[src/hdl/scd_pkg.sv]
// Shared types, codes and keymap tables for the scancode decoder.
// No dependencies; used by scd_keymap, scd_decode and the top level.
package scd_pkg;

	localparam int unsigned CODE_W = 8;
	localparam int unsigned KEY_W  = 7;
	localparam int unsigned CHAR_W = 7;
	localparam int unsigned LAYOUT_W = 2;

	localparam logic [LAYOUT_W-1:0] LAYOUT_QWERTY = 2'd0;
	localparam logic [LAYOUT_W-1:0] LAYOUT_QWERTZ = 2'd1;
	localparam logic [LAYOUT_W-1:0] LAYOUT_AZERTY = 2'd2;

	localparam logic [CODE_W-1:0] PREFIX_CODE = 8'hE0;
	localparam logic [KEY_W-1:0]  KEY_CTRL    = 7'h1D;
	localparam logic [KEY_W-1:0]  KEY_ALT     = 7'h38;
	localparam logic [KEY_W-1:0]  KEY_LSHIFT  = 7'h2A;
	localparam logic [KEY_W-1:0]  KEY_RSHIFT  = 7'h36;
	localparam logic [CHAR_W-1:0] CHAR_LOWER_L = 7'h6C;

	typedef struct packed {
		logic              hit;
		logic [CHAR_W-1:0] plain;
		logic [CHAR_W-1:0] shifted;
	} patch_t;

	typedef struct packed {
		logic              char_valid;
		logic [CHAR_W-1:0] char_code;
		logic              clear_request;
		logic              shift_down;
		logic              ctrl_down;
		logic              alt_down;
	} res_t;

	// US base map, unshifted
	function automatic logic [CHAR_W-1:0] base_plain(input logic [KEY_W-1:0] key);
		logic [CHAR_W-1:0] v;
		v = '0;
		unique case (key)
			7'd1:  v = 7'h1B;
			7'd2:  v = 7'h31;
			7'd3:  v = 7'h32;
			7'd4:  v = 7'h33;
			7'd5:  v = 7'h34;
			7'd6:  v = 7'h35;
			7'd7:  v = 7'h36;
			7'd8:  v = 7'h37;
			7'd9:  v = 7'h38;
			7'd10: v = 7'h39;
			7'd11: v = 7'h30;
			7'd12: v = 7'h2D;
			7'd13: v = 7'h3D;
			7'd14: v = 7'h08;
			7'd15: v = 7'h09;
			7'd16: v = 7'h71;
			7'd17: v = 7'h77;
			7'd18: v = 7'h65;
			7'd19: v = 7'h72;
			7'd20: v = 7'h74;
			7'd21: v = 7'h79;
			7'd22: v = 7'h75;
			7'd23: v = 7'h69;
			7'd24: v = 7'h6F;
			7'd25: v = 7'h70;
			7'd26: v = 7'h5B;
			7'd27: v = 7'h5D;
			7'd28: v = 7'h0A;
			7'd30: v = 7'h61;
			7'd31: v = 7'h73;
			7'd32: v = 7'h64;
			7'd33: v = 7'h66;
			7'd34: v = 7'h67;
			7'd35: v = 7'h68;
			7'd36: v = 7'h6A;
			7'd37: v = 7'h6B;
			7'd38: v = 7'h6C;
			7'd39: v = 7'h3B;
			7'd40: v = 7'h27;
			7'd41: v = 7'h60;
			7'd43: v = 7'h5C;
			7'd44: v = 7'h7A;
			7'd45: v = 7'h78;
			7'd46: v = 7'h63;
			7'd47: v = 7'h76;
			7'd48: v = 7'h62;
			7'd49: v = 7'h6E;
			7'd50: v = 7'h6D;
			7'd51: v = 7'h2C;
			7'd52: v = 7'h2E;
			7'd53: v = 7'h2F;
			7'd55: v = 7'h2A;
			7'd57: v = 7'h20;
			7'd74: v = 7'h2D;
			7'd78: v = 7'h2B;
			default: v = '0;
		endcase
		return v;
	endfunction

	// US base map, shifted
	function automatic logic [CHAR_W-1:0] base_shifted(input logic [KEY_W-1:0] key);
		logic [CHAR_W-1:0] v;
		v = '0;
		unique case (key)
			7'd1:  v = 7'h1B;
			7'd2:  v = 7'h21;
			7'd3:  v = 7'h40;
			7'd4:  v = 7'h23;
			7'd5:  v = 7'h24;
			7'd6:  v = 7'h25;
			7'd7:  v = 7'h5E;
			7'd8:  v = 7'h26;
			7'd9:  v = 7'h2A;
			7'd10: v = 7'h28;
			7'd11: v = 7'h29;
			7'd12: v = 7'h5F;
			7'd13: v = 7'h2B;
			7'd14: v = 7'h08;
			7'd15: v = 7'h09;
			7'd16: v = 7'h51;
			7'd17: v = 7'h57;
			7'd18: v = 7'h45;
			7'd19: v = 7'h52;
			7'd20: v = 7'h54;
			7'd21: v = 7'h59;
			7'd22: v = 7'h55;
			7'd23: v = 7'h49;
			7'd24: v = 7'h4F;
			7'd25: v = 7'h50;
			7'd26: v = 7'h7B;
			7'd27: v = 7'h7D;
			7'd28: v = 7'h0A;
			7'd30: v = 7'h41;
			7'd31: v = 7'h53;
			7'd32: v = 7'h44;
			7'd33: v = 7'h46;
			7'd34: v = 7'h47;
			7'd35: v = 7'h48;
			7'd36: v = 7'h4A;
			7'd37: v = 7'h4B;
			7'd38: v = 7'h4C;
			7'd39: v = 7'h3A;
			7'd40: v = 7'h22;
			7'd41: v = 7'h7E;
			7'd43: v = 7'h7C;
			7'd44: v = 7'h5A;
			7'd45: v = 7'h58;
			7'd46: v = 7'h43;
			7'd47: v = 7'h56;
			7'd48: v = 7'h42;
			7'd49: v = 7'h4E;
			7'd50: v = 7'h4D;
			7'd51: v = 7'h3C;
			7'd52: v = 7'h3E;
			7'd53: v = 7'h3F;
			7'd55: v = 7'h2A;
			7'd57: v = 7'h20;
			7'd74: v = 7'h2D;
			7'd78: v = 7'h2B;
			default: v = '0;
		endcase
		return v;
	endfunction

	// Per-layout overrides on top of the base map
	function automatic patch_t layout_patch(input logic [LAYOUT_W-1:0] layout,
			input logic [KEY_W-1:0] key);
		patch_t p;
		p = '0;
		if (layout == LAYOUT_QWERTZ) begin
			case (key)
				7'd21: p = '{1'b1, 7'h7A, 7'h5A};
				7'd44: p = '{1'b1, 7'h79, 7'h59};
				default: p = '0;
			endcase
		end else if (layout == LAYOUT_AZERTY) begin
			// accented keys fold to plain letters
			case (key)
				7'd2:  p = '{1'b1, 7'h26, 7'h31};
				7'd3:  p = '{1'b1, 7'h65, 7'h32};
				7'd4:  p = '{1'b1, 7'h22, 7'h33};
				7'd5:  p = '{1'b1, 7'h27, 7'h34};
				7'd6:  p = '{1'b1, 7'h28, 7'h35};
				7'd7:  p = '{1'b1, 7'h2D, 7'h36};
				7'd8:  p = '{1'b1, 7'h65, 7'h37};
				7'd9:  p = '{1'b1, 7'h5F, 7'h38};
				7'd10: p = '{1'b1, 7'h63, 7'h39};
				7'd11: p = '{1'b1, 7'h61, 7'h30};
				7'd12: p = '{1'b1, 7'h29, 7'h00};
				7'd13: p = '{1'b1, 7'h3D, 7'h2B};
				7'd16: p = '{1'b1, 7'h61, 7'h41};
				7'd17: p = '{1'b1, 7'h7A, 7'h5A};
				7'd30: p = '{1'b1, 7'h71, 7'h51};
				7'd39: p = '{1'b1, 7'h6D, 7'h4D};
				7'd40: p = '{1'b1, 7'h23, 7'h23};
				7'd41: p = '{1'b1, 7'h24, 7'h2A};
				7'd43: p = '{1'b1, 7'h3C, 7'h3E};
				7'd44: p = '{1'b1, 7'h77, 7'h57};
				7'd50: p = '{1'b1, 7'h2C, 7'h3F};
				7'd51: p = '{1'b1, 7'h3B, 7'h2E};
				7'd52: p = '{1'b1, 7'h3A, 7'h2F};
				7'd53: p = '{1'b1, 7'h21, 7'h00};
				default: p = '0;
			endcase
		end
		return p;
	endfunction

endpackage

[src/hdl/scancode_to_ascii_decoder.sv]
// Set 1 scancode to ASCII decoder, top level.
// A request is captured in the input register (stage 1), then decoded into the result
// register (stage 2), which drives out_valid and the result outputs.
// Throughput: one request per cycle, except while in_stall holds a full stage 1 behind a stalled result.
// Input and result registers decouple the channels; a new request is taken
// while a finished result waits on out_stall.
// Reset (arst_n low, async): held flags, prefix flag and layout clear to 0 (qwerty).
module scancode_to_ascii_decoder (
	input  logic                         clk,
	input  logic                         arst_n,
	// configuration
	input  logic                         layout_we,
	input  logic [scd_pkg::LAYOUT_W-1:0] layout_wdata,
	// request channel
	input  logic                         in_valid,
	output logic                         in_stall,
	input  logic [scd_pkg::CODE_W-1:0]   scancode,
	// result channel
	output logic                         out_valid,
	input  logic                         out_stall,
	output logic                         char_valid,
	output logic [scd_pkg::CHAR_W-1:0]   char_code,
	output logic                         clear_request,
	output logic                         shift_down,
	output logic                         ctrl_down,
	output logic                         alt_down
);

	logic [scd_pkg::LAYOUT_W-1:0] layout_q;

	// stage 1: captured request
	logic                       valid_s1;
	logic [scd_pkg::CODE_W-1:0] scancode_s1;

	// stage 2: result register
	logic          valid_s2;
	scd_pkg::res_t res_s2;

	scd_pkg::res_t res_d;
	logic          advance;  // stage 1 moves into the result register
	logic          accept;

	// Stage 1 drains when the result register is empty or being taken.
	assign advance  = valid_s1 && (!valid_s2 || !out_stall);
	assign in_stall = valid_s1 && !advance;
	assign accept   = in_valid && !in_stall;

	always_ff @(posedge clk or negedge arst_n) begin
		if (!arst_n) begin
			layout_q <= scd_pkg::LAYOUT_QWERTY;
		end else if (layout_we) begin
			layout_q <= layout_wdata;
		end
	end

	// Flags update exactly once per request, when it leaves stage 1,
	// so the next request in stage 1 always sees the updated flags.
	scd_decode u_decode (
		.clk      (clk),
		.arst_n   (arst_n),
		.advance  (advance),
		.scancode (scancode_s1),
		.layout   (layout_q),
		.res      (res_d)
	);

	always_ff @(posedge clk or negedge arst_n) begin
		if (!arst_n) begin
			valid_s1 <= 1'b0;
		end else if (accept) begin
			valid_s1 <= 1'b1;
		end else if (advance) begin
			valid_s1 <= 1'b0;
		end
	end

	always_ff @(posedge clk) begin
		if (accept) begin
			scancode_s1 <= scancode;
		end
	end

	always_ff @(posedge clk or negedge arst_n) begin
		if (!arst_n) begin
			valid_s2 <= 1'b0;
		end else if (advance) begin
			valid_s2 <= 1'b1;
		end else if (!out_stall) begin
			valid_s2 <= 1'b0;
		end
	end

	always_ff @(posedge clk) begin
		if (advance) begin
			res_s2 <= res_d;
		end
	end

	assign out_valid     = valid_s2;
	assign char_valid    = res_s2.char_valid;
	assign char_code     = res_s2.char_code;
	assign clear_request = res_s2.clear_request;
	assign shift_down    = res_s2.shift_down;
	assign ctrl_down     = res_s2.ctrl_down;
	assign alt_down      = res_s2.alt_down;

endmodule

[src/hdl/scd_keymap.sv]
// Key to ASCII lookup: base map plus per-layout overrides.
// Depends on scd_pkg tables.
module scd_keymap (
	input  logic [scd_pkg::LAYOUT_W-1:0] layout,
	input  logic [scd_pkg::KEY_W-1:0]    key,
	input  logic                         shifted,
	output logic [scd_pkg::CHAR_W-1:0]   entry
);

	scd_pkg::patch_t patch;
	logic [scd_pkg::CHAR_W-1:0] base;

	always_comb begin
		patch = scd_pkg::layout_patch(layout, key);
		base  = shifted ? scd_pkg::base_shifted(key) : scd_pkg::base_plain(key);
		if (patch.hit) begin
			entry = shifted ? patch.shifted : patch.plain;
		end else begin
			entry = base;
		end
	end

endmodule

[src/hdl/scd_decode.sv]
// Modifier/prefix flag registers and per-code result decision.
// Depends on scd_pkg and scd_keymap.
module scd_decode (
	input  logic                         clk,
	input  logic                         arst_n,
	input  logic                         advance,
	input  logic [scd_pkg::CODE_W-1:0]   scancode,
	input  logic [scd_pkg::LAYOUT_W-1:0] layout,
	output scd_pkg::res_t                res
);

	logic shift_q, ctrl_q, alt_q, ext_q;
	logic shift_d, ctrl_d, alt_d, ext_d;
	logic [scd_pkg::KEY_W-1:0]  key;
	logic [scd_pkg::CHAR_W-1:0] entry;
	logic rel, is_prefix, is_ctrl, is_alt, is_shift, is_plain;

	assign key = scancode[scd_pkg::KEY_W-1:0];
	assign rel = scancode[scd_pkg::CODE_W-1];

	scd_keymap u_keymap (
		.layout  (layout),
		.key     (key),
		.shifted (shift_q),
		.entry   (entry)
	);

	always_comb begin
		is_prefix = (scancode == scd_pkg::PREFIX_CODE);
		is_ctrl   = !is_prefix && (key == scd_pkg::KEY_CTRL);
		is_alt    = !is_prefix && !is_ctrl && (key == scd_pkg::KEY_ALT);
		is_shift  = !is_prefix && !is_ctrl && !is_alt && !ext_q &&
			(key == scd_pkg::KEY_LSHIFT || key == scd_pkg::KEY_RSHIFT);
		is_plain  = !is_prefix && !is_ctrl && !is_alt && !is_shift;

		shift_d = is_shift ? !rel : shift_q;
		ctrl_d  = is_ctrl  ? !rel : ctrl_q;
		alt_d   = is_alt   ? !rel : alt_q;
		if (is_prefix) begin
			ext_d = 1'b1;
		end else if (is_plain && rel) begin
			ext_d = 1'b0;
		end else begin
			ext_d = ext_q;
		end

		res.char_valid    = is_plain && !rel && (entry != '0);
		res.char_code     = res.char_valid ? entry : '0;
		res.clear_request = is_plain && ctrl_q && (entry == scd_pkg::CHAR_LOWER_L);
		res.shift_down    = shift_d;
		res.ctrl_down     = ctrl_d;
		res.alt_down      = alt_d;
	end

	always_ff @(posedge clk or negedge arst_n) begin
		if (!arst_n) begin
			shift_q <= 1'b0;
			ctrl_q  <= 1'b0;
			alt_q   <= 1'b0;
			ext_q   <= 1'b0;
		end else if (advance) begin
			shift_q <= shift_d;
			ctrl_q  <= ctrl_d;
			alt_q   <= alt_d;
			ext_q   <= ext_d;
		end
	end

endmodule
[config.mk]
export PLATFORM = sky130hd
export DESIGN_NAME = scancode_to_ascii_decoder
export DESIGN_NICKNAME = d
export VERILOG_FILES = /design/src/hdl/scd_pkg.sv /design/src/hdl/scancode_to_ascii_decoder.sv /design/src/hdl/scd_keymap.sv /design/src/hdl/scd_decode.sv
export SDC_FILE = /design/constraint.sdc
export NUM_CORES = 1
export LEC_CHECK = 0
export BUFFER_PORTS_ARGS = -buffer_cell sky130_fd_sc_hd__buf_2
export CAP_MARGIN = 10
export CORE_ASPECT_RATIO = 2
export CORE_MARGIN = 2
export CORE_UTILIZATION = 45
export DETAILED_ROUTE_END_ITERATION = 6
export GPL_TIMING_DRIVEN = 0
export PLACE_DENSITY = 0.71
export SETUP_SLACK_MARGIN = 0.2
export SLEW_MARGIN = 15
export SYNTH_ARGS = -nofsm -noshare
export SYNTH_HDL_FRONTEND = slang
export SYNTH_HIERARCHICAL = 1
export SYNTH_SLANG_ARGS = --single-unit
[constraint.sdc]
create_clock -name clk -period 3.8 [get_ports clk]
set_input_delay 0 -clock clk [delete_from_list [all_inputs] [get_ports clk]]
set_output_delay 0 -clock clk [all_outputs]
set_load 0.02 [all_outputs]
After elaboration in Yosys (flattened, before gate mapping)
Memory sizes are Yosys's and may differ from the RTL's. A register that Yosys moved wholly into a read port is not among the register bits.
Cells that the tools add are included.

word-level totals
  register bits = 28
  memory bits (read-only) = 2752
  input bits = 15
  output and inout port bits = 14
  word-level logic and storage cells = 78
  memories = 3

memories
  memory            depth  width  rd ports  clocked after Yosys merged registers in  write ports  RTL line        text
  (name not given)  64     15     1         1                                        0            scd_pkg.sv:179  case (key)
  (name not given)  128    7      1         1                                        0            scd_pkg.sv:105  unique case (key)
  (name not given)  128    7      1         1                                        0            scd_pkg.sv:40   unique case (key)

operators by class
  eq/ne operators = 11
  muxes and demuxes = 19
  reductions and logical operators = 31

operators by type and width
  operator                                                                  count
  15-bit two-way mux                                                        3
  7-bit two-way mux                                                         5
  15-bit case mux with 2 select lines                                       1
  7-bit by 6-bit == test with 1-bit output (second input constant)          4
  1-bit logical AND                                                         15
  7-bit by 5-bit == test with 1-bit output (second input constant)          2
  1-bit logical NOT                                                         10
  1-bit two-way mux                                                         9
  8-bit == test (second input constant)                                     1
  7-bit == test (second input constant)                                     1
  7-bit nonzero test                                                        1
  6-bit two-way mux                                                         1
  2-bit nonzero test                                                        2
  2-bit by 1-bit == test with 1-bit output (second input constant)          1
  2-bit == test (second input constant)                                     1
  1-bit logical OR                                                          2
  2-bit by 1-bit inequality test with 1-bit output (second input constant)  1
  2-bit AND reduction                                                       1

Depth between registers and ports, before layout
Gate-level depths: netlist of the first run.

  depth in word-level cells = 15
  depth in mapped cells = 13
  mapped depth without buffers = 11

Cells and area by module
The synthesis of the first run kept the hierarchy.

modules (own cells, without submodules)
  module                     instances  cells each  area an instance (sq um)  seq. area each (sq um)
  scd_keymap                 1          320         2098.3                    0.0
  scancode_to_ascii_decoder  1          32          772.0                     700.7
  scd_decode                 1          48          427.9                     100.1

Worst setup path after synthesis of the first run
Ideal clock, no wire load.

  path kind = register -> register
  start point = register scancode_s1[2] in the netlist's numbering
  end point = register res_s2 (netlist bit char_valid), data pin
  library setup time = 272 ps
  data arrival time = 2665 ps
  data required time = 3528 ps
  slack = 863 ps
  cell stages (with the launch flop) = 13
  buffers on the path = 2
  clock period less this slack = 2937 ps
  cell sequence = edfxtp_1 buf_6 inv_1 clkbuf_1 ha_1 nor2b_1 o21ai_0 a221oi_2 nor2_2 and2_4 a22oi_1 nor4_1 a211oi_1

RTL lines
  element                 RTL line                         text
  from (decl)             scancode_to_ascii_decoder.sv:33  logic [scd_pkg::CODE_W-1:0] scancode_s1;
  from (signal assigned)  scancode_to_ascii_decoder.sv:79  scancode_s1 <= scancode;
  to (signal assigned)    scancode_to_ascii_decoder.sv:95  res_s2 <= res_d;
  to (decl)               scancode_to_ascii_decoder.sv:37  scd_pkg::res_t res_s2;

==> results of run 1 <==
synthesized netlist by cell type, types with 10 or more instances:
cell / instances
a211oi_1: 11
a21oi_1: 34
nor2_1: 19
inv_1: 10
ha_1: 15
nand2b_1: 14
o21ai_0: 28
clkbuf_1: 11
edfxtp_1: 20
buf_2: 18
nand2_1: 31
nor3b_1: 13
nor3_1: 10
through the flow:
stage / area [sq um] / std cells / setup WS (ns)
after floorplan: 3300 / 400 / 0.863
after global placement: 3550 / 520 / -0.224
after detailed placement: 3560 / 520 / -0.131
after CTS: 3780 / 537 / 0.205
after global routing: 3940 / 554 / 0.163
final: 3940 / 554 / 0.236
power breakdown:
group          internal [mW]  switching [mW]
registers              0.368          0.0217
clock network          0.141          0.0916
logic                  0.195           0.315
sequential cells by signal, summed over array words and instances (netlist names):
name and flops:
clear_request 1, out_valid 1, u_decode/ctrl_q 1, u_decode/alt_q 1, layout_q 2, u_decode/ext_q 1, scancode_s1 8, shift_down 1
valid_s1 1, u_decode/shift_q 1, alt_down 1, char_code 7, ctrl_down 1, char_valid 1
layout by cell type (no fill, tap or decap), types with 4 or more instances in the layout:
| cell | n |
|---|---|
| mux2i_1 | 6 |
| dfrtp_1 | 8 |
| buf_4 | 25 |
| inv_1 | 9 |
| a21oi_1 | 34 |
| ha_1 | 14 |
| mux2_2 | 5 |
| a211oi_1 | 11 |
| clkbuf_1 | 10 |
| o31ai_1 | 9 |
| edfxtp_1 | 20 |
| buf_2 | 46 |
| o211ai_1 | 6 |
| dlygate4sd3_1 | 13 |
| nor2b_1 | 6 |
| nand4_1 | 4 |
| a21o_1 | 5 |
| nand2_1 | 31 |
| o21ai_0 | 28 |
| nand3_1 | 8 |
| nor3_1 | 10 |
| a221oi_1 | 5 |
| nor2_1 | 19 |
| nor3b_1 | 13 |
| buf_6 | 4 |
| nand2b_1 | 14 |
| a31oi_1 | 8 |
area by class of cell:
class                   count  area (sq um)
multi-input cells         316          2240
well taps                  92           115
inverters                  12          48.8
plain buffers              44           267
flip-flops and latches     28           801
clock inverters             1          3.75
fillers                   700          3210
clock buffers               3          75.1
repair buffers             58           395
cells by family (layout without fill, tap and decap cells):
kind of cell             after synthesis  in the layout  share of synthesized area
AND/OR/NAND/NOR                      133            133                      0.228
adder cells (fa/ha/maj)               15             15                     0.0569
multiplexers                          14             14                     0.0512
XOR/XNOR                               1              1                    0.00266
flip-flops                            28             28                      0.243
AO/OA/AOI/OAI                        153            153                      0.325
buffers and inverters                 56            118                     0.0933
worst max-delay path: stages (launching register included):
cell	delay, ns
edfxtp_1	0.50
buf_2	0.30
clkinvlp_4	0.26
buf_4	0.22
ha_1	0.29
nor2b_1	0.13
o21ai_0	0.33
a221oi_2	0.07
buf_4	0.19
nor2_4	0.21
o21ai_0	0.16
o22ai_2	0.34
nor4_1	0.11
a211oi_1	0.26
metal layers:
metal	share of wire	track usage	wire length, um	vias to the layer above
met3	0.12	0.0872	1580	119
met2	0.46	0.523	6160	363
met5	0	0	0	-
met4	0.10	0.238	1340	0
met1	0.33	0.387	4380	1671
li1	-	-	-	1666
path summary, 6_finish.rpt:
path / slack [ns] / cells after the start / endpoint / startpoint
worst min-delay path: 0.03 / 2 / layout_q[0] / layout_we
min in group asynchronous: 0.13 / 2 / u_decode/ctrl_q / arst_n
max in group asynchronous: 3.50 / 2 / u_decode/ext_q / arst_n
worst max register to register: 0.24 / 13 / char_valid / scancode_s1[1]
worst max-delay path: 0.24 / 13 / char_valid / scancode_s1[1]
worst min register to register: 0.48 / 1 / out_valid / valid_s1
timing repair:
| action | in CTS | in global routing |
|---|---|---|
| pin swaps | 0 | 1 |
| hold buffers | 13 | 0 |
| endpoints found under the setup margin | 4 | 7 |
| hold endpoints to repair | 20 | 0 |
| gates resized for setup | 5 | 10 |
| setup buffers | 0 | 17 |
| gates cloned | 0 | 0 |
==> results.txt, run 1 <==
Yosys warnings = 6
clk buf depth = 2
Critical Path AT = 3.65 ns
Achievable Freq = 0.281 GHz
TritonCTS clock tree = done
wire length per cell = 24.3 um
area leader, netlist = edfxtp_1
Seq cells post-synth = 28
H-Tree Level Count = 1
Mean Syn Cell Area = 8.25 sq um
DIE AREA = 0.00807 sq mm
Max Cap Violations = 0
Worst Skew = 0.00301 ns
Slew Viols, Final = 0
syn_nets = 430
RSZ-0062 raised after global routing = false
GP Congestion = 1.02
area added between synthesis and finish = 19.5%
Die W = 64.5 um
Port Buffer Count = 28
sequential area share after synthesis = 0.243
Max Fanout on Critical Path = 9
ANT nets after route = 0
startpoint types = flip-flop
Via density = 6.89
Worst Hold Slack = 0.0286 ns
DP Wirelength = 9.33 mm
antenna diode count = 0
VDD IR max = 0.000368 V
via count = 3,819
Netlist cell types = 80
final core occ = 0.551
Leak = 1.56 nW
Core Region = 0.00716 sq mm
endpoints failing setup = 0
final worst path period share = 0.938
Synth Instances = 400
TritonCTS buffer count = 3
die height = 125 um
DRT Wirelength = 13.5 mm
Starting DRT DRC Count = 549
status = completed
Crit Path Category = flip-flop to flip-flop
layout cells sized above 1 = 0.245
Final nets = 493
CTS Sinks = 28
top_reg_cell synth = edfxtp_1
Worst Hold Class = input pin to flip-flop
top cell type's share of synthesized area = 0.182
fraction of registers with async set/reset = 0.286
synth top area cells = edfxtp_1 (18%), dfrtp_1 (6.1%), ha_1 (5.7%), a21oi_1 (5.2%), o21ai_0 (4.2%)
Overall Global Routing Usage = 0.334
Tightest Pin Transition = 0.817 ns
Initial Util = 0.461
first-pass GRT wire length = 20.4 mm
Pre-antenna DRT Iters = 6
power per cell area = 287 mW/mm^2
clock-pin slew on the worst setup and hold paths = 0.06 ns
DRC = 0
clk_lat worst skew = 0.26 ns
Synth Cell Area = 0.00330 sq mm
Core Rows = 44
GRT overflow = 0
setup TNS = 0 ns
Critical Path RT = 3.88 ns
relative slew slack = 0.452
pin count of the biggest net entering global routing = 17
initial antenna violation count = 0
Critical Path End Type = flip-flop
CTS root buf = clkbuf_16
total power = 1.13 mW
vias in the first global route = 3,639
EDFF count, synth = 20
Hold Vio Cnt, Final = 0
Final Critical Period = 3.56 ns
I/O Pins = 29
Power figures use the tool's default switching activity.
==> run 2: changes to the inputs <==
CELL_PAD_IN_SITES_DETAIL_PLACEMENT = 1   (was not set)
CELL_PAD_IN_SITES_GLOBAL_PLACEMENT = 1   (was not set)
PLACE_DENSITY = 0.88   (was 0.71)
==> run 2 against run 1 <==
Against the previous run:
- first-iteration DRC count rose by 1.3%
- combinational power shrank 2%
- sequential share of layout area rose by 0.65 points
- clock power about the same
- critical endpoint unchanged
==> results.txt, run 2 (synthesis results as in run 1) <==
max FFs per register = 8 (unchanged)
Biggest register = scancode_s1
TritonCTS clock tree = done
Via density = 7.18 (+4.2%)
Die W = 64.5 um (unchanged)
CTS root buf = clkbuf_16
status = completed
power per cell area = 295 mW/mm^2 (+2.7%)
clk buf depth = 2 (unchanged)
Crit Path Category = flip-flop to flip-flop
startpoint types = flip-flop
FF+latch area = 801 sq um (unchanged)
DIE AREA = 0.00807 sq mm (unchanged)
antenna diode count = 0 (unchanged)
Worst Skew = 0.00278 ns (-0.000228 ns)
final worst path period share = 0.939 (+0.00130)
die height = 125 um (unchanged)
Overall Global Routing Usage = 0.358 (+0.0243)
Buf/Inv on CP = 2 (-2)
Final nets = 478 (-3.0%)
Core Region = 0.00716 sq mm (unchanged)
VDD IR max = 0.000310 V (-16%)
Critical Path RT = 3.89 ns (about the same)
layout cells sized above 1 = 0.221 (-0.0231)
Cell Chain, Critical Path = buf_2, clkinvlp_4, ha_1, nand2b_1, o21ai_0, mux2_2, a211oi_1, o21ai_0, o22ai_2, nor4_1, a211oi_1
Max Fanout on Critical Path = 11 (+2)
CP top delay family = compound AO/OA/AOI/OAI gates
setup TNS = 0 ns (unchanged)
Core Rows = 44 (unchanged)
DRT Wirelength = 14.4 mm (+7.2%)
CTS Sinks = 28 (unchanged)
area added between synthesis and finish = 15.8%
vias in the first global route = 3,927 (+7.9%)
clk_lat worst skew = 0.26 ns (about the same)
most frequent cells in the layout = buf_2 (46), a21oi_1 (34), nand2_1 (31)
Final Critical Period = 3.57 ns (+0.00495 ns)
TritonCTS buffer count = 3 (unchanged)
Pre-antenna DRT Iters = 5 (-1)
Starting DRT DRC Count = 556 (+1.3%)
Port Buffer Count = 28 (unchanged)
first-pass GRT wire length = 22.2 mm (+8.7%)
Hold Vio Cnt, Final = 0 (unchanged)
final core occ = 0.534 (-0.0171)
multi-input logic area = 0.00223 sq mm (-0.34%)
commonest non-fill, non-tap cell in the layout = buf_2
GRT overflow = 0 (unchanged)
Leak = 1.48 nW (-5.0%)
Achievable Freq = 0.280 GHz (-0.14%)
CP max stage cell = a211oi_1
Worst Hold Class = input pin to flip-flop
GP Congestion = 1.03 (+0.49%)
H-Tree Level Count = 1 (unchanged)
wire length per cell = 26.8 um (+10%)
initial antenna violation count = 0 (unchanged)
Tightest Pin Transition = 0.884 ns (+0.0664 ns)
I/O Pins = 29 (unchanged)
via count = 3,870 (+1.3%)
RSZ-0062 raised after global routing = true
Critical Path End Type = flip-flop
filler instances = 894 (+28%)
Slew Viols, Final = 0 (unchanged)
Initial Util = 0.461 (unchanged)
slowest stage delay, CP = 0.47 ns (-0.03 ns)
Critical Path AT = 3.66 ns (about the same)
DP Wirelength = 10.1 mm (+7.9%)
ANT nets after route = 0 (unchanged)
relative slew slack = 0.407 (-0.0445)
Max Cap Violations = 0 (unchanged)
endpoints failing setup = 0 (unchanged)
pin count of the biggest net entering global routing = 17 (unchanged)
DRC = 0 (unchanged)
clock-pin slew on the worst setup and hold paths = 0.06 ns (about the same)
## run 2: final timing paths
path                       slack, ns  depth (start not counted)                to           start
min in group asynchronous       0.13                          2  u_decode/shift_q          arst_n
min                             0.03                          2         out_valid       out_stall
max in group asynchronous       3.48                          2         out_valid          arst_n
max                             0.23                         11        char_valid  scancode_s1[1]
min reg2reg                     0.53                          1    u_decode/alt_q  u_decode/alt_q
max reg2reg                     0.23                         11        char_valid  scancode_s1[1]
## run 2: where the power goes
part | internal, mW | leakage, nW | switching (mW)
clock network | 0.141 | 0.0385 | 0.0931
registers | 0.368 | 0.290 | 0.0237
logic | 0.182 | 1.15 | 0.319
total | 0.691 | 1.48 | 0.436
## run 2: per-layer routing
layer	routed length [um]	up-vias	global-route usage	part of all wire
li1	-	1625	-	-
met1	5130	1812	0.441	0.36
met2	6870	334	0.585	0.48
met3	1500	99	0.0647	0.10
met4	920	0	0.193	0.064
met5	0	-	0	0
## run 2: repair_timing
action	CTS	global route
endpoints found under the hold margin	19	0
endpoints found under the setup margin	6	6
hold buffers	12	0
resized for setup	5	5
setup buffers	1	2
## run 2: stage by stage
stage                     std cells  setup WS, ns  area (sq um)  hold WS, ns  total power [mW]
after floorplan                 400         0.863          3300       -0.296             0.705
after global placement          520        0.0550          3550       -0.145             0.842
after detailed placement        520        0.0397          3560       -0.130             0.854
after CTS                       537         0.268          3770       0.0346              1.10
after global routing            539        0.0959          3820       0.0334              1.17
final                           539         0.231          3820       0.0346              1.13
## run 2: layout make-up
cell class	instances	area share
Buffer	44	0.0691
Clock buffer	3	0.0197
Clock inverter	1	0.000983
Inverter	12	0.0128
Multi-Input combinational cell	316	0.584
Sequential cell	28	0.210
Tap cell	92	0.0301
Timing Repair Buffer	43	0.0740
